**src/rtl/ssf_pkg.sv**
```systemverilog
// shared types and constants for the serial flash device model
package ssf_pkg;

    // byte address width of the command protocol
    localparam int ADDR_W = 20;

    // fixed flash geometry
    localparam int PAGE_BYTES   = 256;
    localparam int SECTOR_BYTES = 65536;

    // request codes on req_type
    localparam logic [1:0] REQ_SELECT   = 2'd0;
    localparam logic [1:0] REQ_DESELECT = 2'd1;
    localparam logic [1:0] REQ_XFER     = 2'd2;

    // configuration register indexes
    localparam logic CFG_SIZE_SELECT = 1'b0;
    localparam logic CFG_DEVICE_ID   = 1'b1;

    // configuration reset values
    localparam logic [1:0]  SIZE_SELECT_RST = 2'd0;
    localparam logic [23:0] DEVICE_ID_RST   = 24'd2113555;

    // size select codes
    localparam logic [1:0] SIZE_256K = 2'd0;
    localparam logic [1:0] SIZE_512K = 2'd1;

    // opcodes
    localparam logic [7:0] OP_WREN = 8'h06;
    localparam logic [7:0] OP_WRDI = 8'h04;
    localparam logic [7:0] OP_RDID = 8'h9F;
    localparam logic [7:0] OP_RDSR = 8'h05;
    localparam logic [7:0] OP_READ = 8'h03;
    localparam logic [7:0] OP_FAST = 8'h0B;
    localparam logic [7:0] OP_PW   = 8'h0A;
    localparam logic [7:0] OP_PP   = 8'h02;
    localparam logic [7:0] OP_PE   = 8'hDB;
    localparam logic [7:0] OP_SE   = 8'hD8;
    localparam logic [7:0] OP_DP   = 8'hB9;
    localparam logic [7:0] OP_RDP  = 8'hAB;

    // byte driven when nothing else is, and the erased value
    localparam logic [7:0] IDLE_BYTE = 8'hFF;

    // status byte with the write enable latch set
    localparam logic [7:0] STATUS_WEL = 8'h02;

    // one access to the flash array per cycle
    typedef struct packed {
        logic              we;
        logic [ADDR_W-1:0] waddr;
        logic [7:0]        wdata;
        logic [ADDR_W-1:0] raddr;
    } mem_req_t;

endpackage

```
**src/rtl/ssf_ctrl.sv**
```systemverilog
// command protocol, sweep sequencer and configuration registers
module ssf_ctrl #(
    parameter int MEM_BYTES = 262144
) (
    input  logic                      clk,
    input  logic                      rst_n,
    input  logic                      start,
    input  logic [1:0]                req_type,
    input  logic [7:0]                data_in,
    input  logic                      cfg_wr_en,
    input  logic                      cfg_index,
    input  logic [23:0]               cfg_data,
    input  logic [7:0]                rd_data,
    output ssf_pkg::mem_req_t         mem_req,
    output logic                      busy,
    output logic                      done,
    output logic [7:0]                data_out
);
    import ssf_pkg::*;

    localparam int AW = $clog2(MEM_BYTES);
    localparam logic [ADDR_W-1:0] STORE_MASK = ADDR_W'(MEM_BYTES - 1);
    localparam logic [ADDR_W-1:0] PAGE_MASK  = ADDR_W'(PAGE_BYTES - 1);
    localparam logic [ADDR_W-1:0] SECT_MASK  = ADDR_W'(SECTOR_BYTES - 1);

    typedef enum logic [2:0] {
        S_CLEAR, S_IDLE, S_READ, S_PROG, S_ERASE
    } seq_t;

    typedef enum logic [3:0] {
        PH_DESELECTED, PH_COMMAND, PH_READ_ID, PH_READ_STATUS, PH_ADDR0,
        PH_ADDR1, PH_ADDR2, PH_DUMMY, PH_READ_DATA, PH_PAGE_WRITE,
        PH_PAGE_PROGRAM, PH_PAGE_ERASE, PH_SECTOR_ERASE, PH_IDLE
    } phase_t;

    typedef enum logic [3:0] {
        CMD_NONE, CMD_WREN, CMD_WRDI, CMD_RDID, CMD_RDSR, CMD_READ, CMD_FAST,
        CMD_PW, CMD_PP, CMD_PE, CMD_SE, CMD_DP, CMD_RDP, CMD_OTHER
    } cmd_t;

    seq_t              seq_reg, seq_next;
    phase_t            phase_reg, phase_next;
    cmd_t              cmd_reg, cmd_next;
    logic [ADDR_W-1:0] addr_reg, addr_next;
    logic              latch_reg, latch_next;
    logic              pd_reg, pd_next;
    logic [1:0]        size_reg, size_next;
    logic [23:0]       id_reg, id_next;
    logic [AW-1:0]     sweep_reg, sweep_next;
    logic [AW-1:0]     last_reg, last_next;
    logic [ADDR_W-1:0] base_reg, base_next;
    logic [ADDR_W-1:0] prog_addr_reg, prog_addr_next;
    logic [7:0]        prog_data_reg, prog_data_next;
    logic              done_reg, done_next;
    logic [7:0]        data_out_reg, data_out_next;

    logic [ADDR_W-1:0] addr_mask;
    logic [ADDR_W-1:0] addr_inc;
    logic [ADDR_W-1:0] addr_page_next;
    logic [ADDR_W-1:0] erase_base;
    cmd_t              op_cmd;

    // opcode decode
    function automatic cmd_t decode_op(input logic [7:0] op);
        cmd_t c;
        case (op)
            OP_WREN: c = CMD_WREN;
            OP_WRDI: c = CMD_WRDI;
            OP_RDID: c = CMD_RDID;
            OP_RDSR: c = CMD_RDSR;
            OP_READ: c = CMD_READ;
            OP_FAST: c = CMD_FAST;
            OP_PW:   c = CMD_PW;
            OP_PP:   c = CMD_PP;
            OP_PE:   c = CMD_PE;
            OP_SE:   c = CMD_SE;
            OP_DP:   c = CMD_DP;
            OP_RDP:  c = CMD_RDP;
            default: c = CMD_OTHER;
        endcase
        return c;
    endfunction

    // address mask from size select, limited to the store
    always_comb
    begin
        case (size_reg)
            SIZE_256K: addr_mask = 20'h3FFFF & STORE_MASK;
            SIZE_512K: addr_mask = 20'h7FFFF & STORE_MASK;
            default:   addr_mask = 20'hFFFFF & STORE_MASK;
        endcase
    end

    assign addr_inc       = addr_reg + ADDR_W'(1);
    assign addr_page_next = (addr_reg & ~PAGE_MASK) | (addr_inc & PAGE_MASK);
    assign erase_base     = (phase_reg == PH_PAGE_ERASE) ? (addr_reg & ~PAGE_MASK)
                                                          : (addr_reg & ~SECT_MASK);
    assign op_cmd         = decode_op(data_in);

    // next state of protocol and sequencer
    always_comb
    begin
        seq_next       = seq_reg;
        phase_next     = phase_reg;
        cmd_next       = cmd_reg;
        addr_next      = addr_reg;
        latch_next     = latch_reg;
        pd_next        = pd_reg;
        size_next      = size_reg;
        id_next        = id_reg;
        sweep_next     = sweep_reg;
        last_next      = last_reg;
        base_next      = base_reg;
        prog_addr_next = prog_addr_reg;
        prog_data_next = prog_data_reg;
        done_next      = 1'b0;
        data_out_next  = data_out_reg;

        mem_req.we    = 1'b0;
        mem_req.waddr = '0;
        mem_req.wdata = IDLE_BYTE;
        mem_req.raddr = addr_reg & addr_mask;

        // configuration writes
        if (cfg_wr_en)
        begin
            case (cfg_index)
                CFG_SIZE_SELECT: size_next = cfg_data[1:0];
                CFG_DEVICE_ID:   id_next = cfg_data;
                default:         id_next = id_reg;
            endcase
        end

        case (seq_reg)
            // blank the array after reset
            S_CLEAR:
            begin
                mem_req.we    = 1'b1;
                mem_req.waddr = ADDR_W'(sweep_reg);
                mem_req.wdata = IDLE_BYTE;
                if (&sweep_reg)
                begin
                    seq_next = S_IDLE;
                end
                sweep_next = sweep_reg + AW'(1);
            end

            // take one item
            S_IDLE:
            begin
                if (start)
                begin
                    done_next     = 1'b1;
                    data_out_next = IDLE_BYTE;
                    case (req_type)
                        REQ_SELECT:
                        begin
                            if (phase_reg == PH_DESELECTED)
                            begin
                                phase_next = PH_COMMAND;
                            end
                        end
                        REQ_DESELECT:
                        begin
                            if (cmd_reg == CMD_PW || cmd_reg == CMD_PP ||
                                cmd_reg == CMD_PE || cmd_reg == CMD_SE)
                            begin
                                latch_next = 1'b0;
                            end
                            phase_next = PH_DESELECTED;
                        end
                        REQ_XFER:
                        begin
                            case (phase_reg)
                                PH_COMMAND:
                                begin
                                    if (pd_reg)
                                    begin
                                        if (op_cmd == CMD_RDP)
                                        begin
                                            pd_next    = 1'b0;
                                            phase_next = PH_IDLE;
                                        end
                                    end
                                    else
                                    begin
                                        cmd_next = op_cmd;
                                        case (op_cmd)
                                            CMD_WREN:
                                            begin
                                                latch_next = 1'b1;
                                                phase_next = PH_IDLE;
                                            end
                                            CMD_WRDI:
                                            begin
                                                latch_next = 1'b0;
                                                phase_next = PH_IDLE;
                                            end
                                            CMD_RDID:
                                            begin
                                                addr_next  = '0;
                                                phase_next = PH_READ_ID;
                                            end
                                            CMD_RDSR: phase_next = PH_READ_STATUS;
                                            CMD_READ, CMD_FAST: phase_next = PH_ADDR0;
                                            CMD_PW, CMD_PP, CMD_PE, CMD_SE:
                                            begin
                                                phase_next = latch_reg ? PH_ADDR0
                                                                       : PH_IDLE;
                                            end
                                            CMD_DP: pd_next = 1'b1;
                                            default: pd_next = pd_reg;
                                        endcase
                                    end
                                end
                                PH_READ_ID:
                                begin
                                    case (addr_reg[1:0])
                                        2'd0:    data_out_next = id_reg[23:16];
                                        2'd1:    data_out_next = id_reg[15:8];
                                        2'd2:    data_out_next = id_reg[7:0];
                                        default: data_out_next = IDLE_BYTE;
                                    endcase
                                    addr_next = addr_inc;
                                    if (addr_inc >= ADDR_W'(3))
                                    begin
                                        phase_next = PH_IDLE;
                                    end
                                end
                                PH_READ_STATUS:
                                begin
                                    data_out_next = latch_reg ? STATUS_WEL : 8'h00;
                                end
                                PH_ADDR0:
                                begin
                                    addr_next  = {data_in[3:0], 16'h0000};
                                    phase_next = PH_ADDR1;
                                end
                                PH_ADDR1:
                                begin
                                    addr_next  = addr_reg | {4'h0, data_in, 8'h00};
                                    phase_next = PH_ADDR2;
                                end
                                PH_ADDR2:
                                begin
                                    addr_next = (addr_reg | {12'h000, data_in}) & addr_mask;
                                    case (cmd_reg)
                                        CMD_READ: phase_next = PH_READ_DATA;
                                        CMD_FAST: phase_next = PH_DUMMY;
                                        CMD_PW:   phase_next = PH_PAGE_WRITE;
                                        CMD_PP:   phase_next = PH_PAGE_PROGRAM;
                                        CMD_PE:   phase_next = PH_PAGE_ERASE;
                                        CMD_SE:   phase_next = PH_SECTOR_ERASE;
                                        default:  phase_next = PH_IDLE;
                                    endcase
                                end
                                PH_DUMMY: phase_next = PH_READ_DATA;
                                PH_READ_DATA:
                                begin
                                    // array read issued now, result next cycle
                                    done_next = 1'b0;
                                    seq_next  = S_READ;
                                    addr_next = addr_inc;
                                end
                                PH_PAGE_WRITE:
                                begin
                                    mem_req.we    = 1'b1;
                                    mem_req.waddr = addr_reg & addr_mask;
                                    mem_req.wdata = data_in;
                                    addr_next     = addr_page_next;
                                end
                                PH_PAGE_PROGRAM:
                                begin
                                    // read now, and the masked byte goes back next cycle
                                    done_next      = 1'b0;
                                    seq_next       = S_PROG;
                                    prog_addr_next = addr_reg & addr_mask;
                                    prog_data_next = data_in;
                                    addr_next      = addr_page_next;
                                end
                                PH_PAGE_ERASE, PH_SECTOR_ERASE:
                                begin
                                    done_next  = 1'b0;
                                    seq_next   = S_ERASE;
                                    addr_next  = erase_base;
                                    base_next  = erase_base;
                                    sweep_next = '0;
                                    last_next  = (phase_reg == PH_PAGE_ERASE)
                                                 ? AW'(PAGE_BYTES - 1)
                                                 : AW'(SECTOR_BYTES - 1);
                                    phase_next = PH_IDLE;
                                end
                                default: phase_next = phase_reg;
                            endcase
                        end
                        default: phase_next = phase_reg;
                    endcase
                end
            end

            // array read data back
            S_READ:
            begin
                done_next     = 1'b1;
                data_out_next = rd_data;
                seq_next      = S_IDLE;
            end

            // program write-back
            S_PROG:
            begin
                mem_req.we    = 1'b1;
                mem_req.waddr = prog_addr_reg;
                mem_req.wdata = rd_data & prog_data_reg;
                done_next     = 1'b1;
                data_out_next = IDLE_BYTE;
                seq_next      = S_IDLE;
            end

            // erase sweep, one byte a cycle
            S_ERASE:
            begin
                mem_req.we    = 1'b1;
                mem_req.waddr = (base_reg | ADDR_W'(sweep_reg)) & addr_mask;
                mem_req.wdata = IDLE_BYTE;
                sweep_next    = sweep_reg + AW'(1);
                if (sweep_reg == last_reg)
                begin
                    done_next     = 1'b1;
                    data_out_next = IDLE_BYTE;
                    seq_next      = S_IDLE;
                end
            end

            default: seq_next = S_IDLE;
        endcase
    end

    // state and registered outputs
    always_ff @(posedge clk or negedge rst_n)
    begin
        if (!rst_n)
        begin
            seq_reg       <= S_CLEAR;
            phase_reg     <= PH_DESELECTED;
            cmd_reg       <= CMD_NONE;
            addr_reg      <= '0;
            latch_reg     <= 1'b0;
            pd_reg        <= 1'b0;
            size_reg      <= SIZE_SELECT_RST;
            id_reg        <= DEVICE_ID_RST;
            sweep_reg     <= '0;
            last_reg      <= '0;
            base_reg      <= '0;
            prog_addr_reg <= '0;
            prog_data_reg <= '0;
            done_reg      <= 1'b0;
            data_out_reg  <= IDLE_BYTE;
        end
        else
        begin
            seq_reg       <= seq_next;
            phase_reg     <= phase_next;
            cmd_reg       <= cmd_next;
            addr_reg      <= addr_next;
            latch_reg     <= latch_next;
            pd_reg        <= pd_next;
            size_reg      <= size_next;
            id_reg        <= id_next;
            sweep_reg     <= sweep_next;
            last_reg      <= last_next;
            base_reg      <= base_next;
            prog_addr_reg <= prog_addr_next;
            prog_data_reg <= prog_data_next;
            done_reg      <= done_next;
            data_out_reg  <= data_out_next;
        end
    end

    assign busy     = (seq_reg != S_IDLE);
    assign done     = done_reg;
    assign data_out = data_out_reg;

endmodule

```
**config.mk**
```make
export PLATFORM = sky130hd
export DESIGN_NAME = ssf_ctrl
export DESIGN_NICKNAME = d
export VERILOG_FILES = /design/src/rtl/ssf_pkg.sv /design/src/rtl/ssf_ctrl.sv
export SDC_FILE = /design/constraint.sdc
export NUM_CORES = 1
export LEC_CHECK = 0
export ABC_AREA = 1
export BUFFER_PORTS_ARGS = -buffer_cell sky130_fd_sc_hd__buf_2
export CORE_MARGIN = 2
export CORE_UTILIZATION = 44
export CTS_CLUSTER_DIAMETER = 120
export DETAILED_ROUTE_END_ITERATION = 10
export PLACE_DENSITY = 0.74
export RECOVER_POWER = 100
export REMOVE_ABC_BUFFERS = 1
export SYNTH_ARGS = -nofsm -noshare
export SYNTH_HDL_FRONTEND = slang
export SYNTH_SLANG_ARGS = --single-unit
```
**constraint.sdc**
```tcl
create_clock -name clk -period 2.05 [get_ports clk]
set_input_delay 0.1025 -clock clk [delete_from_list [all_inputs] [get_ports clk]]
set_output_delay 0.1025 -clock clk [all_outputs]
set_load 0.01 [all_outputs]
```
# Word-level counts from Yosys, hierarchy flattened
# Index checks and enable logic that the tools add are counted.
dict set report classes {
  bitwise 6
  n_eq_ne 69
  n_addsub 2
  reduce_logical 33
  muxes 49
  magnitude_cmp 1
}
# operator n
set op_table {}
lappend op_table {{20-bit case mux with 7 select lines} 1}
lappend op_table {{29-bit case mux with 4 select lines} 1}
lappend op_table {{29-bit 2-to-1 mux} 3}
lappend op_table {{18-bit 2-to-1 mux} 3}
lappend op_table {{4-bit == test (second input constant)} 13}
lappend op_table {{4-bit case mux with 12 select lines} 1}
lappend op_table {{4-bit by 3-bit == test with 1-bit output (second input constant)} 11}
lappend op_table {{8-bit == test (second input constant)} 5}
lappend op_table {{20-bit 2-to-1 mux} 2}
lappend op_table {{18-bit case mux with 2 select lines} 1}
lappend op_table {{16-bit 2-to-1 mux} 2}
lappend op_table {{8-bit case mux with 4 select lines} 1}
lappend op_table {{4-bit case mux with 7 select lines} 1}
lappend op_table {{8-bit by 3-bit == test with 1-bit output (second input constant)} 3}
lappend op_table {{8-bit 2-to-1 mux} 3}
lappend op_table {{4-bit case mux with 6 select lines} 1}
lappend op_table {{8-bit case mux with 3 select lines} 1}
lappend op_table {{20-bit by 1-bit adder with 20-bit output (second input constant)} 1}
lappend op_table {{20-bit by 2-bit greater-or-equal comparator with 1-bit output (second input constant)} 1}
lappend op_table {{4-bit 2-to-1 mux} 5}
lappend op_table {{20-bit by 16-bit OR with 20-bit output} 1}
lappend op_table {{20-bit by 8-bit OR with 20-bit output} 1}
lappend op_table {{4-bit case mux with 5 select lines} 1}
lappend op_table {{18-bit by 1-bit adder with 18-bit output (second input constant)} 1}
lappend op_table {{other kinds (48)} 96}
dict set report totals {
  register_bits 146
  word_cells 174
  inputBits 47
  output_inout_bits 59
}

# Depth between registers and ports, before layout
dict set report depth {
  ltp_word 8
  depth_mapped 15
  depth_no_buf 15
}

# Worst setup path after synthesis
# No wires, ideal clock.
dict set report synth_path {
  kind {register to register}
  startpoint {register addr_reg[0]}
  endpoint {register phase_reg[0]}
  path_buffers 0
  arrival_ns 1.829
  required_ns 1.934
  setup_ns 0.116
  period_less_slack_ns 1.946
  path_stages_with_launch 15
  slack_ns 0.104
  path_cell_list {dfrtp_1 -> ha_1 -> nand2_1 -> nor2_2 -> nand2_1 -> nor2_2 -> nand3_1 -> nand2_1 -> nand3_1 -> nor2_1 -> nand3_2 -> nand3_2 -> nor2_2 -> nand2_1 -> nand2_1}
}
dict set report synth_between {
  elab_chain_len 4
}
# item line_no
set synth_lines {}
lappend synth_lines {{from (decl)} ssf_ctrl.sv:44} ;# logic [ADDR_W-1:0] addr_reg, addr_next;
lappend synth_lines {{from (signal assigned)} ssf_ctrl.sv:365} ;# addr_reg <= addr_next;
lappend synth_lines {{20-bit by 1-bit adder with 20-bit output} ssf_ctrl.sv:94} ;# assign addr_inc = addr_reg + ADDR_W'(1);
lappend synth_lines {{20-bit by 2-bit greater-or-equal comparator with 1-bit output} ssf_ctrl.sv:225} ;# if (addr_inc >= ADDR_W'(3))
lappend synth_lines {{3-bit inequality test (no line)} n/a}
lappend synth_lines {{8-bit AND reduction (no line)} n/a}
lappend synth_lines {{to (signal assigned)} ssf_ctrl.sv:363} ;# phase_reg <= phase_next;
lappend synth_lines {{to (decl)} ssf_ctrl.sv:42} ;# phase_t phase_reg, phase_next;
# No other way between the ends.
# A chain may end at the register's enable or synchronous reset.

# Final worst setup path
dict set report layout_path {
  startpoint {register addr_reg[1]}
  endpoint {register phase_reg[1]}
}
# The elaborated chain is that of the path after synthesis.

==> summary.txt <==
Run status
  • Outcome: finished with violations
  • Violated checks: setup timing

Place
  • Detailed Place HPWL: approximately 19000 um
  • # port buffers: slightly above 100
  • Routability cong.: around 0.96
  • Placed Area: a little under 9000 sq um
  • Worst slack, placed: about 0.0064 ns
  • Cell total after placement: around 1400

Yosys
  • Compound-Gate Fraction of Synth Area: 17.54%
  • Post-synth EDFFs: 0
  • Synthesized area per cell: 7.471 sq um
  • Register bit total from synthesis: between 100 and 150
  • Mux contribution to synthesized area: under 10%
  • Synth Area in Adders: under 10%
  • Simple-gate share of the synthesized area: around 28%
  • Ys async rst share: 100.0%
  • Unique masters post-synth: 47
  • Synth Area in XOR/XNOR: less than 1%
  • Post-synth top flop: dfrtp_1
  • Largest family of logic cells by synthesized area: simple AND/OR/NAND/NOR gates
  • Sequential fraction of the synthesis area: 40.75%
  • Synthesized instance count: slightly above 1000
  • Mapped cell area: around 7500 sq um
  • Ys Warns: 0

Layout
  • Final Util: 62.55%
  • Finished Layout Cells: 1459
  • Layout cells sized above 1: between 20% and 30%
  • # diodes: 0
  • Design area: roughly 10000 sq um
  • Area Overhead vs Synth: 38.23%
  • Layout Nets: roughly 1300
  • Max FFs per register: 24

STA
  • Max frequency: 0.4848 GHz
  • Final Worst Setup Slack: -0.01262 ns
  • Ratio of final minimum period to clock period: 100.6%
  • Final Hold Vio Count: 0
  • Final setup skew: 0.01342 ns
  • RSZ-0062 raised after global routing: yes
  • Tmin final: between 2 and 2.5 ns
  • Slew Limit Fails: 0
  • # setup viols final: 5
  • Slew margin rel.: 39.60%
  • Worst-margin pin slew: 0.9060 ns

Power
  • Int Pwr: between 5 and 6 mW
  • Net Sw Frac: between 20% and 30%
  • Peak VDD IR: about 0.74 mV
  • Power Density: ~650 nW/um^2
  • Clk pwr share: roughly half
  • Sw power: between 1.5 and 2 mW
  • Seq pwr share: a little under two fifths
  • Combinational Power Share: approximately a tenth
  • LEAKAGE: about 4.9 nW

Floorplanning
  • I/O pin cnt: approximately 110
  • Die W: around 130 um
  • Die area: about 18000 sq um
  • Row count: 47
  • Core box area: 16640 sq um
  • Starting Density: 45.25%
  • Die Y: between 100 and 150 um

Global routing
  • Gr usage total: 29.23%
  • Largest net degree at the start of global routing: 46
  • First-pass GRT wire length: roughly 40000 um
  • GRT Residual Overflow: 0
  • Vias in the first global route: 8067
  • Initial antenna violation count: 0

Clock tree
  • CTS max path bufs: 2
  • CTS tree: built
  • CTS sink cnt: between 100 and 150
  • Total CTS buffers: 17
  • Clock Latency Late Sink: 0.43 ns
  • Clock-pin slew on the worst setup and hold paths: 0.06 ns
  • H-tree levels: 4
  • Root buffer cell: clkbuf_16

Setup path
  • Critical-path maximum fanout: 6
  • Buffers plus inverters on the worst setup path: 2
  • Crit-path max cell delay: between 0.3 and 0.4 ns
  • Crit-path leading delay family: simple AND/OR/NAND/NOR gates
  • Crit-path cells: buf_4 > nand2_1 > nor2_2 > buf_4 > nand3_1 > nand2_1 > nand2_1 > nor2_1 > nand3_1 > nor2_1 > nand3_2 > nand3_2 > nor2_4 > nand2_1 > nand2_1
  • Crit. End Element: flip-flop
  • Slowest-stage cell, CP: dfrtp_1
  • Crit path launch type: flip-flop
  • CP Class: reg -> reg
  • WP data required: 2.36 ns
  • Critical Path Most Common Cell: nand2_1
  • Worst EP arrival: about 2.4 ns

Min path
  • Hold WC Path Type: in -> reg

Drt
  • Vias: roughly 8400
  • Post-DR vias/cell: 5.790
  • DR pass1 iterations: 5
  • Routed wire length: around 27000 um
  • Wirelength per Cell: about 19 um
  • Residual DRC: 0
  • Antenna viol nets, final: 0
  • Iter 0 DRT Violations: 778

Job
  • Max-Cap Viols: 0
## per-stage QoR
stage	hold WS (ns)	total power, mW	setup TNS (ns)
after floorplan	-0.1931	2.914	-5.280
after global placement	0.1029	3.210	0
after detailed placement	0.1030	3.219	0
after CTS	0.009572	6.737	-0.2235
after global routing	0.02877	6.946	-1.495
final	0.02157	6.759	-0.02372
## worst reg2reg max path, cell delays in order, from the launching register on
cell and delay, ns:
dfrtp_1 0.36, buf_4 0.17, nand2_1 0.08, nor2_2 0.17, buf_4 0.15, nand3_1 0.07, nand2_1 0.11, nand2_1 0.06
nor2_1 0.16, nand3_1 0.11, nor2_1 0.12, nand3_2 0.13, nand3_2 0.11, nor2_4 0.05, nand2_1 0.05, nand2_1 0.05
## power by group through the flow
stage,clock [mW],combinational [mW],sequential [mW]
floorplan,0,0.306,2.61
global placement,0,0.596,2.61
detailed placement,0,0.602,2.62
CTS,3.51,0.658,2.57
global route,3.60,0.756,2.59
finish,3.49,0.694,2.58
## area by class of cell
class | count | area [sq um]
inverters | 112 | 436.7
repair buffers | 235 | 1687
clock buffers | 19 | 432.9
multi-input cells | 737 | 4252
flip-flops and latches | 122 | 3080
fillers | 1373 | 6232
clock inverters | 13 | 240.2
repair inverters | 1 | 6.256
well taps | 220 | 275.3
## final timing paths
path / slack, ns / cells after the start / from / endpoint
setup / recovery: -0.01 / 15 / addr_reg[1]$_DFFE_PN0P_ / phase_reg[1]$_DFFE_PN0P_
hold / removal: 0.02 / 3 / data_in[5] / prog_data_reg[5]$_DFFE_PN0P_
setup reg to reg: -0.01 / 15 / addr_reg[1]$_DFFE_PN0P_ / phase_reg[1]$_DFFE_PN0P_
hold reg to reg: 0.49 / 2 / prog_addr_reg[7]$_DFFE_PN0P_ / prog_addr_reg[7]$_DFFE_PN0P_
max in group asynchronous: 0.44 / 3 / rst_n / phase_reg[1]$_DFFE_PN0P_
min in group asynchronous: 0.34 / 2 / rst_n / prog_addr_reg[0]$_DFFE_PN0P_
## what timing repair did
item                                   in CTS  in global routing
setup buffers                              13                 15
hold buffers                               25                  0
cloned                                      2                  1
pin swaps                                   7                 16
gates resized for setup                    39                105
endpoints found under the hold margin      58                  0
setup endpoints to repair                  30                 78
## metal layers
metal / global-route usage, % / vias to the layer above / part of all wire [%]
met5: 0 / - / 0
met1: 36.76 / 3978 / 39
li1: - / 3846 / -
met4: 15.61 / 0 / 5.4
met3: 5.105 / 110 / 8.0
met2: 48.05 / 513 / 48
## cell usage in the layout, fill, tap and decap left out, types with 6 or more instances in the layout
cell type / synthesis / final
dfstp_2: 13 / 13
nand3_1: 57 / 54
buf_6: 0 / 10
o21ai_1: 23 / 33
o22ai_1: 9 / 8
nor2_2: 8 / 9
o2111ai_1: 8 / 8
dfrtp_1: 109 / 100
nand2_2: 7 / 8
mux2_2: 24 / 24
nand2_4: 2 / 9
a221oi_2: 0 / 6
o32ai_1: 6 / 6
dfrtp_2: 0 / 9
buf_2: 5 / 78
nor2_1: 70 / 59
clkbuf_1: 19 / 24
buf_4: 14 / 90
o21ai_0: 113 / 92
nor3_1: 15 / 14
inv_1: 100 / 94
a21oi_1: 33 / 33
inv_2: 3 / 11
ha_1: 9 / 6
bufinv_16: 0 / 6
o21ai_2: 1 / 10
nor2_4: 6 / 16
clkbuf_16: 0 / 17
nand2_1: 261 / 253
nand4_1: 22 / 22
dlygate4sd3_1: 0 / 25
a31oi_1: 6 / 6
## synthesized netlist by cell type, types with 2 or more instances
library cell | n | area share [%]
o21ai_0 | 113 | 7.5
nor2_4 | 6 | 0.90
buf_4 | 14 | 1.4
mux2_2 | 24 | 3.6
o32ai_1 | 6 | 0.70
nor2_2 | 8 | 0.66
xor2_1 | 4 | 0.47
o22ai_1 | 9 | 0.75
nand3_2 | 6 | 0.80
ha_1 | 9 | 1.5
o21ai_1 | 23 | 1.5
clkinv_1 | 9 | 0.45
nor4_1 | 5 | 0.42
o2111ai_1 | 8 | 0.93
nand2_2 | 7 | 0.58
a211oi_1 | 4 | 0.40
buf_2 | 5 | 0.33
nand2_1 | 261 | 13
nand3_1 | 57 | 3.8
nand4_1 | 22 | 1.8
clkbuf_1 | 19 | 0.95
nor3_2 | 2 | 0.27
nor2_1 | 70 | 3.5
dfrtp_1 | 109 | 36
or2_2 | 2 | 0.17
a31oi_1 | 6 | 0.50
a221oi_1 | 9 | 1.0
nor3_1 | 15 | 1.0
inv_1 | 100 | 5.0
nand3b_1 | 2 | 0.20
inv_2 | 3 | 0.15
a21oi_1 | 33 | 2.2
dfstp_2 | 13 | 4.5
o221ai_1 | 7 | 0.81
o211ai_1 | 5 | 0.50
nand2_4 | 2 | 0.30
## kinds of logic (layout without fill, tap and decap cells)
logic type | count (synthesis) | in the layout
xor+xnor | 4 | 4
compound gates | 229 | 229
buf+inv | 152 | 380
mux | 24 | 24
other cells | 1 | 4
fa+ha+maj | 9 | 9
simple gates | 467 | 467
flops | 122 | 122
(Power assumes the default switching activity.)
